==> config.mk <==
export PLATFORM = sky130hd
export DESIGN_NAME = ppps_mul
export DESIGN_NICKNAME = d
export VERILOG_FILES = /design/src/rtl/ppps_mul.sv
export SDC_FILE = /design/constraint.sdc
export NUM_CORES = 1
export LEC_CHECK = 0
export ABC_CLOCK_PERIOD_IN_PS = 15800
export BUFFER_PORTS_ARGS = -buffer_cell sky130_fd_sc_hd__buf_4
export CAP_MARGIN = 20
export CORE_ASPECT_RATIO = 1.5
export CORE_MARGIN = 4
export CORE_UTILIZATION = 49
export CTS_CLUSTER_DIAMETER = 40
export DETAILED_ROUTE_END_ITERATION = 8
export PLACE_DENSITY = 0.76
export SLEW_MARGIN = 20
export SYNTH_ARGS = -nofsm -noshare
export SYNTH_HDL_FRONTEND = slang
export SYNTH_SLANG_ARGS = --single-unit
==> constraint.sdc <==
create_clock -name clk -period 15.8 [get_ports clk]
set_input_delay 3.16 -clock clk [delete_from_list [all_inputs] [get_ports clk]]
set_output_delay 3.16 -clock clk [all_outputs]
set_load 0.01 [all_outputs]
==> src/rtl/ppps_mul.sv <==
// Shared signed 32 x unsigned 17 multiplier with Q16 rounding, one registered result a cycle.
// Does not depend on ppps_pkg.
`timescale 1ns / 1ps

module ppps_mul (
  input  logic               clk,
  input  logic signed [31:0] a,
  input  logic [16:0]        f,
  output logic signed [33:0] q_r
);

  logic signed [49:0] prod;
  logic signed [49:0] biased;

  assign prod   = 50'(a) * $signed({33'd0, f});
  assign biased = prod + 50'sd32768;

  always_ff @(posedge clk) begin
    q_r <= biased[49:16];
  end

endmodule

Word level (Yosys, flattened, before mapping). Cells that the tools add are included.

Register bits after elaboration: 34.

$mul: 1. Add/sub/neg operators: 1.

Operators with widths (number): $add A50 B17 Y50 const B (1); $mul A32 B18 Y50 (1).

Logic depth before layout (Yosys ltp). Gate-level depths: netlist (run 1).

Depth after elaboration: 2. Gate-level depth with buffers: 25. Gate-level depth less buffers: 24.

Least setup slack after synthesis (run 1). OpenSTA, ideal clock, no wires.

Path kind: input-to-reg. Start point: input port a[31]. End point: register q_r[33]. Path buffers: 1. Setup slack: 6.947 ns. Cell stages on the path: 23. Setup time: 0.072 ns. Arrival: 8.781 ns. Cells stage by stage: clkbuf_1 nand2_1 fa_1 inv_1 fa_1 ha_1 inv_1 fa_1 inv_1 fa_1 inv_1 fa_1 inv_1 ha_1 a21o_1 a21oi_1 o21bai_1 a21o_1 a21oi_1 o2111ai_1 a31o_2 a21oi_1 xnor2_1.

Longest elaborated chain between the ends: 2.

Ends and longest elaborated chain: start, declared (line 7) `input logic signed [31:0] a,`; $mul A32 B18 Y50 (line 15) `assign prod = 50'(a) * $signed({33'd0, f});`; $add A50 B17 Y50 (line 16) `assign biased = prod + 50'sd32768;`; via biased[49] (line 13) `logic signed [49:0] biased;`; end signal, assigned (line 19) `q_r <= biased[49:16];`; end, declared (line 9) `output logic signed [33:0] q_r`.

The timed path passes the listed nets, and every way through them passes these cells.

Worst setup path after layout (run 1).
Start point: input port f[9]. End point: register q_r[33].

Longest elaborated chain between the ends: 2.

Ends and longest elaborated chain: start, declared (line 8) `input logic [16:0] f,`; $mul A32 B18 Y50 (line 15); $add A50 B17 Y50 (line 16); via biased[49] (line 13).

The timed path passes the listed nets, and every way through them passes these cells.

==> results_dict.tcl, run 1 <==
set metrics [dict create \
    area_growth_syn_to_layout_pct 5.438 \
    die_x_um 171.9 \
    critPathMostFrequentCell "fa_1" \
    drive_above_1_share_pct 4.841 \
    grt_first_pass_wirelength_mm 81.99 \
    core_area_um2 39530 \
    synth_seq_cells 34 \
    hold_viol_final 0 \
    cp_num_buf_inv 6 \
    ant_nets 0 \
    hold_path.class "reg -> out" \
    reg_top3 "q_r x34" \
    ys_warn_count 0 \
    cts_resized 0 \
    cp.arrival_ps 10050 \
    place.gp.congestion 0.9655 \
    htree_levels 2 \
    critPathTopFamily "adder cells" \
    timing.final.crit_share_pct 62.34 \
    min_path_cells 1 \
    setup_viol 0 \
    rsz0062_at_grt "no" \
    placement.io_buffers 83 \
    utilization_pct 52.65 \
    worstHoldStart "q_r[16]$_DFF_P_" \
    max_cap_viol_count 0 \
    crit_fanout 32 \
    synth_edf_count 0 \
    drt-total-wl_mm 48.89 \
    path_clk_slew_ps 70 \
    detailed_place_hpwl_mm 41.08 \
    dr.pass1.iters 7 \
    critical_path.endpoint_type "flop" \
    n_antenna_cell 0 \
    synth_nets 2821 \
    initialDrtViolationCount 627 \
    cts_tree "yes" \
    cts_max_path_buffers 2 \
    synth_area_um2 19740 \
    grt_pass1_vias 16167 \
    grt_usage_pct 24.25 \
    synthFlopType "dfxtp_1" \
    report.final.slew_viol_count 0 \
    status "completed" \
    largest-register "q_r" \
    start_util_pct 49.94 \
    antenna_found_initial 1 \
    vias_per_cell 5.278 \
    clock.fmax_mhz 101.5 \
    ctsRootBufferMaster "clkbuf_16" \
    chipHeight_um 253.8 \
    fp.dieArea_um2 43630 \
    overflow 0 \
    drc 0 \
    synth_cells 2104 \
    hold_buffers 0 \
    yosysTopAreaCell "fa_1" \
    start_kind "primary input" \
    worst_slew_pin_slew_ps 1062 \
    synth_area_leaders "fa_1 (53%), and2_1 (12%), inv_1 (11%)" \
    cp-startpoint "f[9]" \
    cts_sinks 34 \
    largest_register_ffs 34 \
    max_stage_delay_ps 970 \
    fin_setup_tns_ps 0 \
    nNetsFinal 2823 \
    path_cells "buf_4 -> nand2_1 -> fa_1 -> inv_1 -> fa_1 -> inv_1 -> fa_1 -> inv_1 -> fa_1 -> fa_1 -> inv_1 -> fa_1 -> inv_1 -> ha_1 -> and3_1 -> nand2_1 -> o41ai_1 -> a21oi_1 -> o2111ai_1 -> a31o_2 -> a21oi_1 -> xnor2_1" \
    seq_area_frac_synth_pct 3.448 \
    slew-limit-headroom_pct 28.26 \
    synth.distinct_cells 47 \
    postCtsSetupBuffers 0 \
    cp.depth 22 \
    critical_path_required_ps 16000 \
    avgSynthCellArea_um2 9.382 \
    io_pins 84 \
    path_class "in -> reg" \
    dr_total_vias 13761 \
    cp_slowest_cell "o41ai_1" \
    num_rows 89 \
    grt_max_degree 33 \
    synth-async-reset-ratio_pct 0 \
    synth_top_area_share_pct 52.73 \
    post_drt_wl_per_cell_um 18.75 \
    numCtsBuffers 5 \
    finalCriticalPeriod_ps 9850 \
]
## final timing paths
check,to,slack (ps)
worst max-delay path,q_r[33]$_DFF_P_,5950
worst min-delay path,q_r[16],3890
## through the flow
stage | setup WS [ps] | hold WS, ps | cells | cell area, um^2
floorplan | 6947 | 3464 | 2104 | 19740
global placement | 5795 | 3551 | 2599 | 20660
detailed placement | 5606 | 3551 | 2599 | 20660
CTS | 5940 | 3909 | 2607 | 20810
global route | 5706 | 3912 | 2607 | 20810
finish | 5950 | 3891 | 2607 | 20810
## cell families after synthesis
| kind of cell | synth area share (%) |
|---|---|
| xor+xnor | 1.863 |
| compound gates | 3.474 |
| fa+ha+maj | 62.05 |
| buf+inv | 12.25 |
| simple gates | 16.92 |
| flops | 3.448 |
## area by class of cell
cell class / count / area (um^2)
multi-input cells: 1426 / 16640
clock buffers: 6 / 138.9
clock inverters: 2 / 16.27
well taps: 500 / 625.6
fillers: 3614 / 18720
repair buffers: 83 / 623.1
flip-flops and latches: 34 / 680.7
inverters: 556 / 2087
## placed cells by master, fill, tap and decap left out, types with 2 or more instances in the layout
master	netlist	routed
nand4b_1	2	2
and4_1	6	6
nor3_1	5	5
o21ai_0	14	14
dfxtp_1	34	34
nor2_1	12	12
o311ai_0	2	2
and3_1	3	3
clkbuf_16	0	5
inv_1	556	556
fa_1	520	520
o21bai_1	4	4
a221oi_1	3	3
o211ai_1	2	2
xnor2_1	30	30
nand4_1	7	7
a21o_1	13	13
xor2_1	12	12
o21a_1	5	5
nor2b_1	6	6
buf_4	0	83
nand3_1	7	7
and2_1	366	366
nand2_1	194	194
a211oi_1	3	3
a31oi_1	3	3
or2_2	2	2
a21oi_1	39	39
ha_1	147	147
## layer usage
metal | global-route usage, % | vias up | part of all wire, %
li1 | - | 6015 | -
met1 | 25.92 | 7159 | 33
met2 | 45.82 | 427 | 56
met3 | 3.439 | 160 | 4.8
met4 | 12.09 | 0 | 5.7
met5 | 0 | - | 0
## cells in the mapped netlist, types with 2 or more instances
library cell and count:
a221oi_1 3, a31oi_1 3, nand3_1 7, dfxtp_1 34
ha_1 147, a211oi_1 3, nand4_1 7, o311ai_0 2
o211ai_1 2, xor2_1 12, a21o_1 13, nor2b_1 6
o21ai_0 14, xnor2_1 30, nor2_1 12, a21oi_1 39
fa_1 520, inv_1 556, and2_1 366, or2_2 2
nor3_1 5, nand2_1 194, o21bai_1 4, and3_1 3
clkbuf_1 88, o21a_1 5, and4_1 6, nand4b_1 2
Power of run 1 is left out: the tool's default activity adds up to more than one toggle a clock period on the data nets, which glitch-free logic cannot reach.
==> inputs of run 2 (changes only) <==
ABC_CLOCK_PERIOD_IN_PS = 9800   (was 15800)
clock period = 9.8 ns   (was 15.8 ns; I/O delays follow)
==> run 2 against run 1 <==
Net effect: flip-flop and latch count stayed put; global-route usage shrank 0.19 points; first-iteration DRC count up 1.8%; worst hold slack got worse by 1200 ps; routed wire length down 0.11%; critical path depth stayed put; critical path type unchanged; count of clock-buffer cells in the layout stayed put; setup slack got worse by 4700 ps; via count did not move; design area stayed put; die area stayed put.
==> results_dict.tcl, run 2 (synthesis results as in run 1) <==
set metrics [dict create \
    status "completed" \
    nNetsFinal 2823 \
    fin_setup_tns_ps 0 \
    dr_total_vias 13761 \
    crit_fanout 32 \
    final_common_cell "inv_1" \
    worst_slew_pin_slew_ps 1006 \
    die_x_um 171.9 \
    fp.dieArea_um2 43630 \
    grt_max_degree 33 \
    critical_path.endpoint_type "flop" \
    drt-total-wl_mm 48.83 \
    antenna_found_initial 0 \
    start_util_pct 49.94 \
    placement.io_buffers 83 \
    slew-limit-headroom_pct 32.06 \
    initialDrtViolationCount 638 \
    n_antenna_cell 0 \
    min_to "q_r[16]" \
    overflow 0 \
    grt_first_pass_wirelength_mm 81.22 \
    area_growth_syn_to_layout_pct 5.438 \
    largest_register_ffs 34 \
    rsz0062_at_grt "no" \
    min_path_cells 1 \
    cts_max_path_buffers 2 \
    grt_usage_pct 24.06 \
    cts_tree "yes" \
    cts_resized 0 \
    finalCriticalPeriod_ps 8552 \
    clock.fmax_mhz 116.9 \
    dr.pass1.iters 5 \
    final_cell_mix "inv_1 (556), fa_1 (520), and2_1 (366)" \
    critical_path_required_ps 10010 \
    hold_viol_final 0 \
    grt_pass1_vias 16108 \
    vias_per_cell 5.278 \
    worstHoldStart "q_r[16]$_DFF_P_" \
    timing.final.crit_share_pct 87.27 \
    layout.cells.non_filler 2607 \
    num_rows 89 \
    max_cap_viol_count 0 \
    place.gp.congestion 0.9647 \
    cp-startpoint "f[9]" \
    whs_ps 2689 \
    numCtsBuffers 5 \
    hold_path.class "reg -> out" \
    detailed_place_hpwl_mm 40.69 \
    hold_buffers 0 \
    fill_cells 3525 \
    chipHeight_um 253.8 \
    setup_viol 0 \
    htree_levels 2 \
    path_clk_slew_ps 70 \
    dp_cells 2599 \
    largest-register "q_r" \
    reg_top3 "q_r x34" \
    start_kind "primary input" \
    drc 0 \
    postCtsSetupBuffers 0 \
    cp.arrival_ps 8760 \
    post_drt_wl_per_cell_um 18.73 \
    drive_above_1_share_pct 4.841 \
    io_pins 84 \
    path_class "in -> reg" \
    report.final.slew_viol_count 0 \
    ant_nets 0 \
    core_area_um2 39530 \
    ctsRootBufferMaster "clkbuf_16" \
    cts_sinks 34 \
]
==> run 2: how the worst max path moves through the flow <==
stage,slack [ps],to
2_1_floorplan,2150,q_r[33]$_DFF_P_
3_3_place_gp,990,q_r[33]$_DFF_P_
3_5_place_dp,890,q_r[33]$_DFF_P_
4_1_cts,1240,q_r[33]$_DFF_P_
5_1_grt,1010,q_r[33]$_DFF_P_
6_report,1250,q_r[33]$_DFF_P_
==> run 2: cell type report <==
type	count	area (um^2)	share of cell area [%]
timing repair buffer	83	623.1	2.994
clock inverter	2	16.27	0.07815
tap	500	625.6	3.006
multi-input combinational	1426	16640	79.96
sequential	34	680.7	3.270
inverter	556	2087	10.03
clock buffer	6	138.9	0.6673
==> run 2: per-stage QoR <==
step,util [%],worst slack [ps],instance area (um^2)
after detailed placement,52.26,886.2,20660
after global placement,52.26,990.5,20660
final,52.65,1248,20810
after CTS,52.65,1238,20810
after floorplan,-,2147,19740
after global routing,52.65,1008,20810
==> run 2: per-layer routing <==
metal | share of wire, % | track usage, % | up-vias | wire [um]
li1 | - | - | 6026 | -
met1 | 34 | 25.76 | 7119 | 16370
met2 | 56 | 45.40 | 448 | 27270
met3 | 5.0 | 3.330 | 168 | 2421
met4 | 5.7 | 12.16 | 0 | 2771
met5 | 0 | 0 | - | 0
==> run 2: critical path, stage by stage <==
cell and delay (ps):
buf_4 400, nand2_1 150, fa_1 560, inv_1 50, fa_1 500, inv_1 60
fa_1 540, inv_1 50, fa_1 460, fa_1 490, inv_1 50, fa_1 470
inv_1 40, ha_1 360, and3_1 230, nand2_1 70, o41ai_1 920, a21oi_1 570
o2111ai_1 420, a31o_2 230, a21oi_1 80, xnor2_1 120
Power of run 2 is left out for the same reason.
==> inputs of run 3 (changes only) <==
REMOVE_ABC_BUFFERS = 1   (was default)
==> run 3 against run 2 <==
Net effect: fmax grew 5.2%; utilization is the same; count of clock-buffer cells in the layout grew 1.
==> results_dict.tcl, run 3 (synthesis results as in run 1) <==
set metrics [dict create \
    status "completed" \
    stdcell_area_um2 20810 \
    n_antenna_cell 0 \
    io_pins 84 \
    place.gp.congestion 0.9476 \
    grt_usage_pct 24.27 \
    area_growth_syn_to_layout_pct 5.438 \
    place_area_um2 20670 \
    path_class "in -> reg" \
    drc 0 \
    dr_total_vias 13954 \
    chipHeight_um 253.8 \
    numCtsBuffers 5 \
    antenna_found_initial 0 \
    grt_max_degree 33 \
    critical_path_required_ps 9960 \
    overflow 0 \
    dr.pass1.iters 5 \
    cts_tree "yes" \
    largest-register "q_r" \
    drive_above_1_share_pct 4.839 \
    cts_max_path_buffers 2 \
    crit_fanout 32 \
    layout.cells.non_filler 2608 \
    clock.fmax_mhz 123.0 \
    final_common_cell "inv_1" \
    detailed_place_hpwl_mm 41.09 \
    nNetsFinal 2824 \
    path_clk_slew_ps 50 \
    fp.dieArea_um2 43630 \
    die_x_um 171.9 \
    timing.final.crit_share_pct 82.98 \
    largest_register_ffs 34 \
    num_rows 89 \
    start_util_pct 49.94 \
    fill_cells 3471 \
    slew-limit-headroom_pct 41.91 \
    reg_top3 "q_r x34" \
    cp.arrival_ps 8290 \
    core_area_um2 39530 \
    start_kind "primary input" \
    grt_first_pass_wirelength_mm 81.50 \
    final_cell_mix "inv_1 (556), fa_1 (520), and2_1 (366)" \
    ant_nets 0 \
    cts_resized 0 \
    hold_viol_final 0 \
    setup_viol 0 \
    max_cap_viol_count 0 \
    initialDrtViolationCount 697 \
    finalCriticalPeriod_ps 8132 \
    placement.io_buffers 83 \
    post_drt_wl_per_cell_um 19.17 \
    dp_cells 2600 \
    grt_pass1_vias 16295 \
    postCtsSetupBuffers 0 \
    ctsRootBufferMaster "clkbuf_16" \
    critical_path.endpoint_type "flop" \
    drt-total-wl_mm 49.99 \
    htree_levels 2 \
    hold_buffers 0 \
    cts_sinks 34 \
    report.final.slew_viol_count 0 \
    fin_setup_tns_ps 0 \
    worst_slew_pin_slew_ps 860.1 \
    rsz0062_at_grt "no" \
    hold_path.class "reg -> out" \
    vias_per_cell 5.350 \
]
## run 3: cell count changes in the layout (fill, tap and decap cells not counted), sizes merged
cell / before / now
inv: 557 / 556
clkinv: 0 / 1
clkbuf: 6 / 7
clkinvlp: 1 / 0
buf: 83 / 84
## run 3: final timing paths
kind | endpoint | start | slack (ps) | cells after the start
max | q_r[33]$_DFF_P_ | f[9] | 1670 | 23
min | q_r[6] | q_r[6]$_DFF_P_ | 2640 | 1
## run 3: layout make-up
class                   instances  area (um^2)  area share, %
well taps                     500        625.6          3.006
multi-input cells            1426        16640          79.96
clock buffers                   7        142.6         0.6853
clock inverters                 1        5.005        0.02405
flip-flops and latches         34        680.7          3.270
inverters                     556         2087          10.03
repair buffers                 84        630.6          3.030
## run 3: per-layer routing
metal,vias up,GRT usage [%],share of wire [%]
li1,6026,-,-
met5,-,0,0
met4,0,19.82,11
met3,234,2.646,4.4
met2,469,45.06,54
met1,7225,23.66,30
## run 3: worst max-delay path: stages
cell	delay (ps)
buf_4	400
nand2_1	150
fa_1	560
inv_1	50
fa_1	490
inv_1	60
fa_1	540
inv_1	50
fa_1	450
fa_1	490
inv_1	50
fa_1	470
inv_1	40
ha_1	350
and3_1	230
nand2_1	60
o41ai_1	810
a21oi_1	140
buf_4	210
o2111ai_1	280
a31o_2	230
a21oi_1	80
xnor2_1	130
## run 3: per-stage QoR
| step | hold slack (ps) | utilization (%) | worst slack (ps) |
|---|---|---|---|
| final | 2642 | 52.65 | 1668 |
| after global routing | 2672 | 52.65 | 1356 |
| after CTS | 2659 | 52.65 | 1740 |
| after detailed placement | 2354 | 52.28 | 1452 |
| after global placement | 2353 | 52.28 | 1546 |
| after floorplan | 2264 | - | 2413 |
Power of run 3 is left out for the same reason.
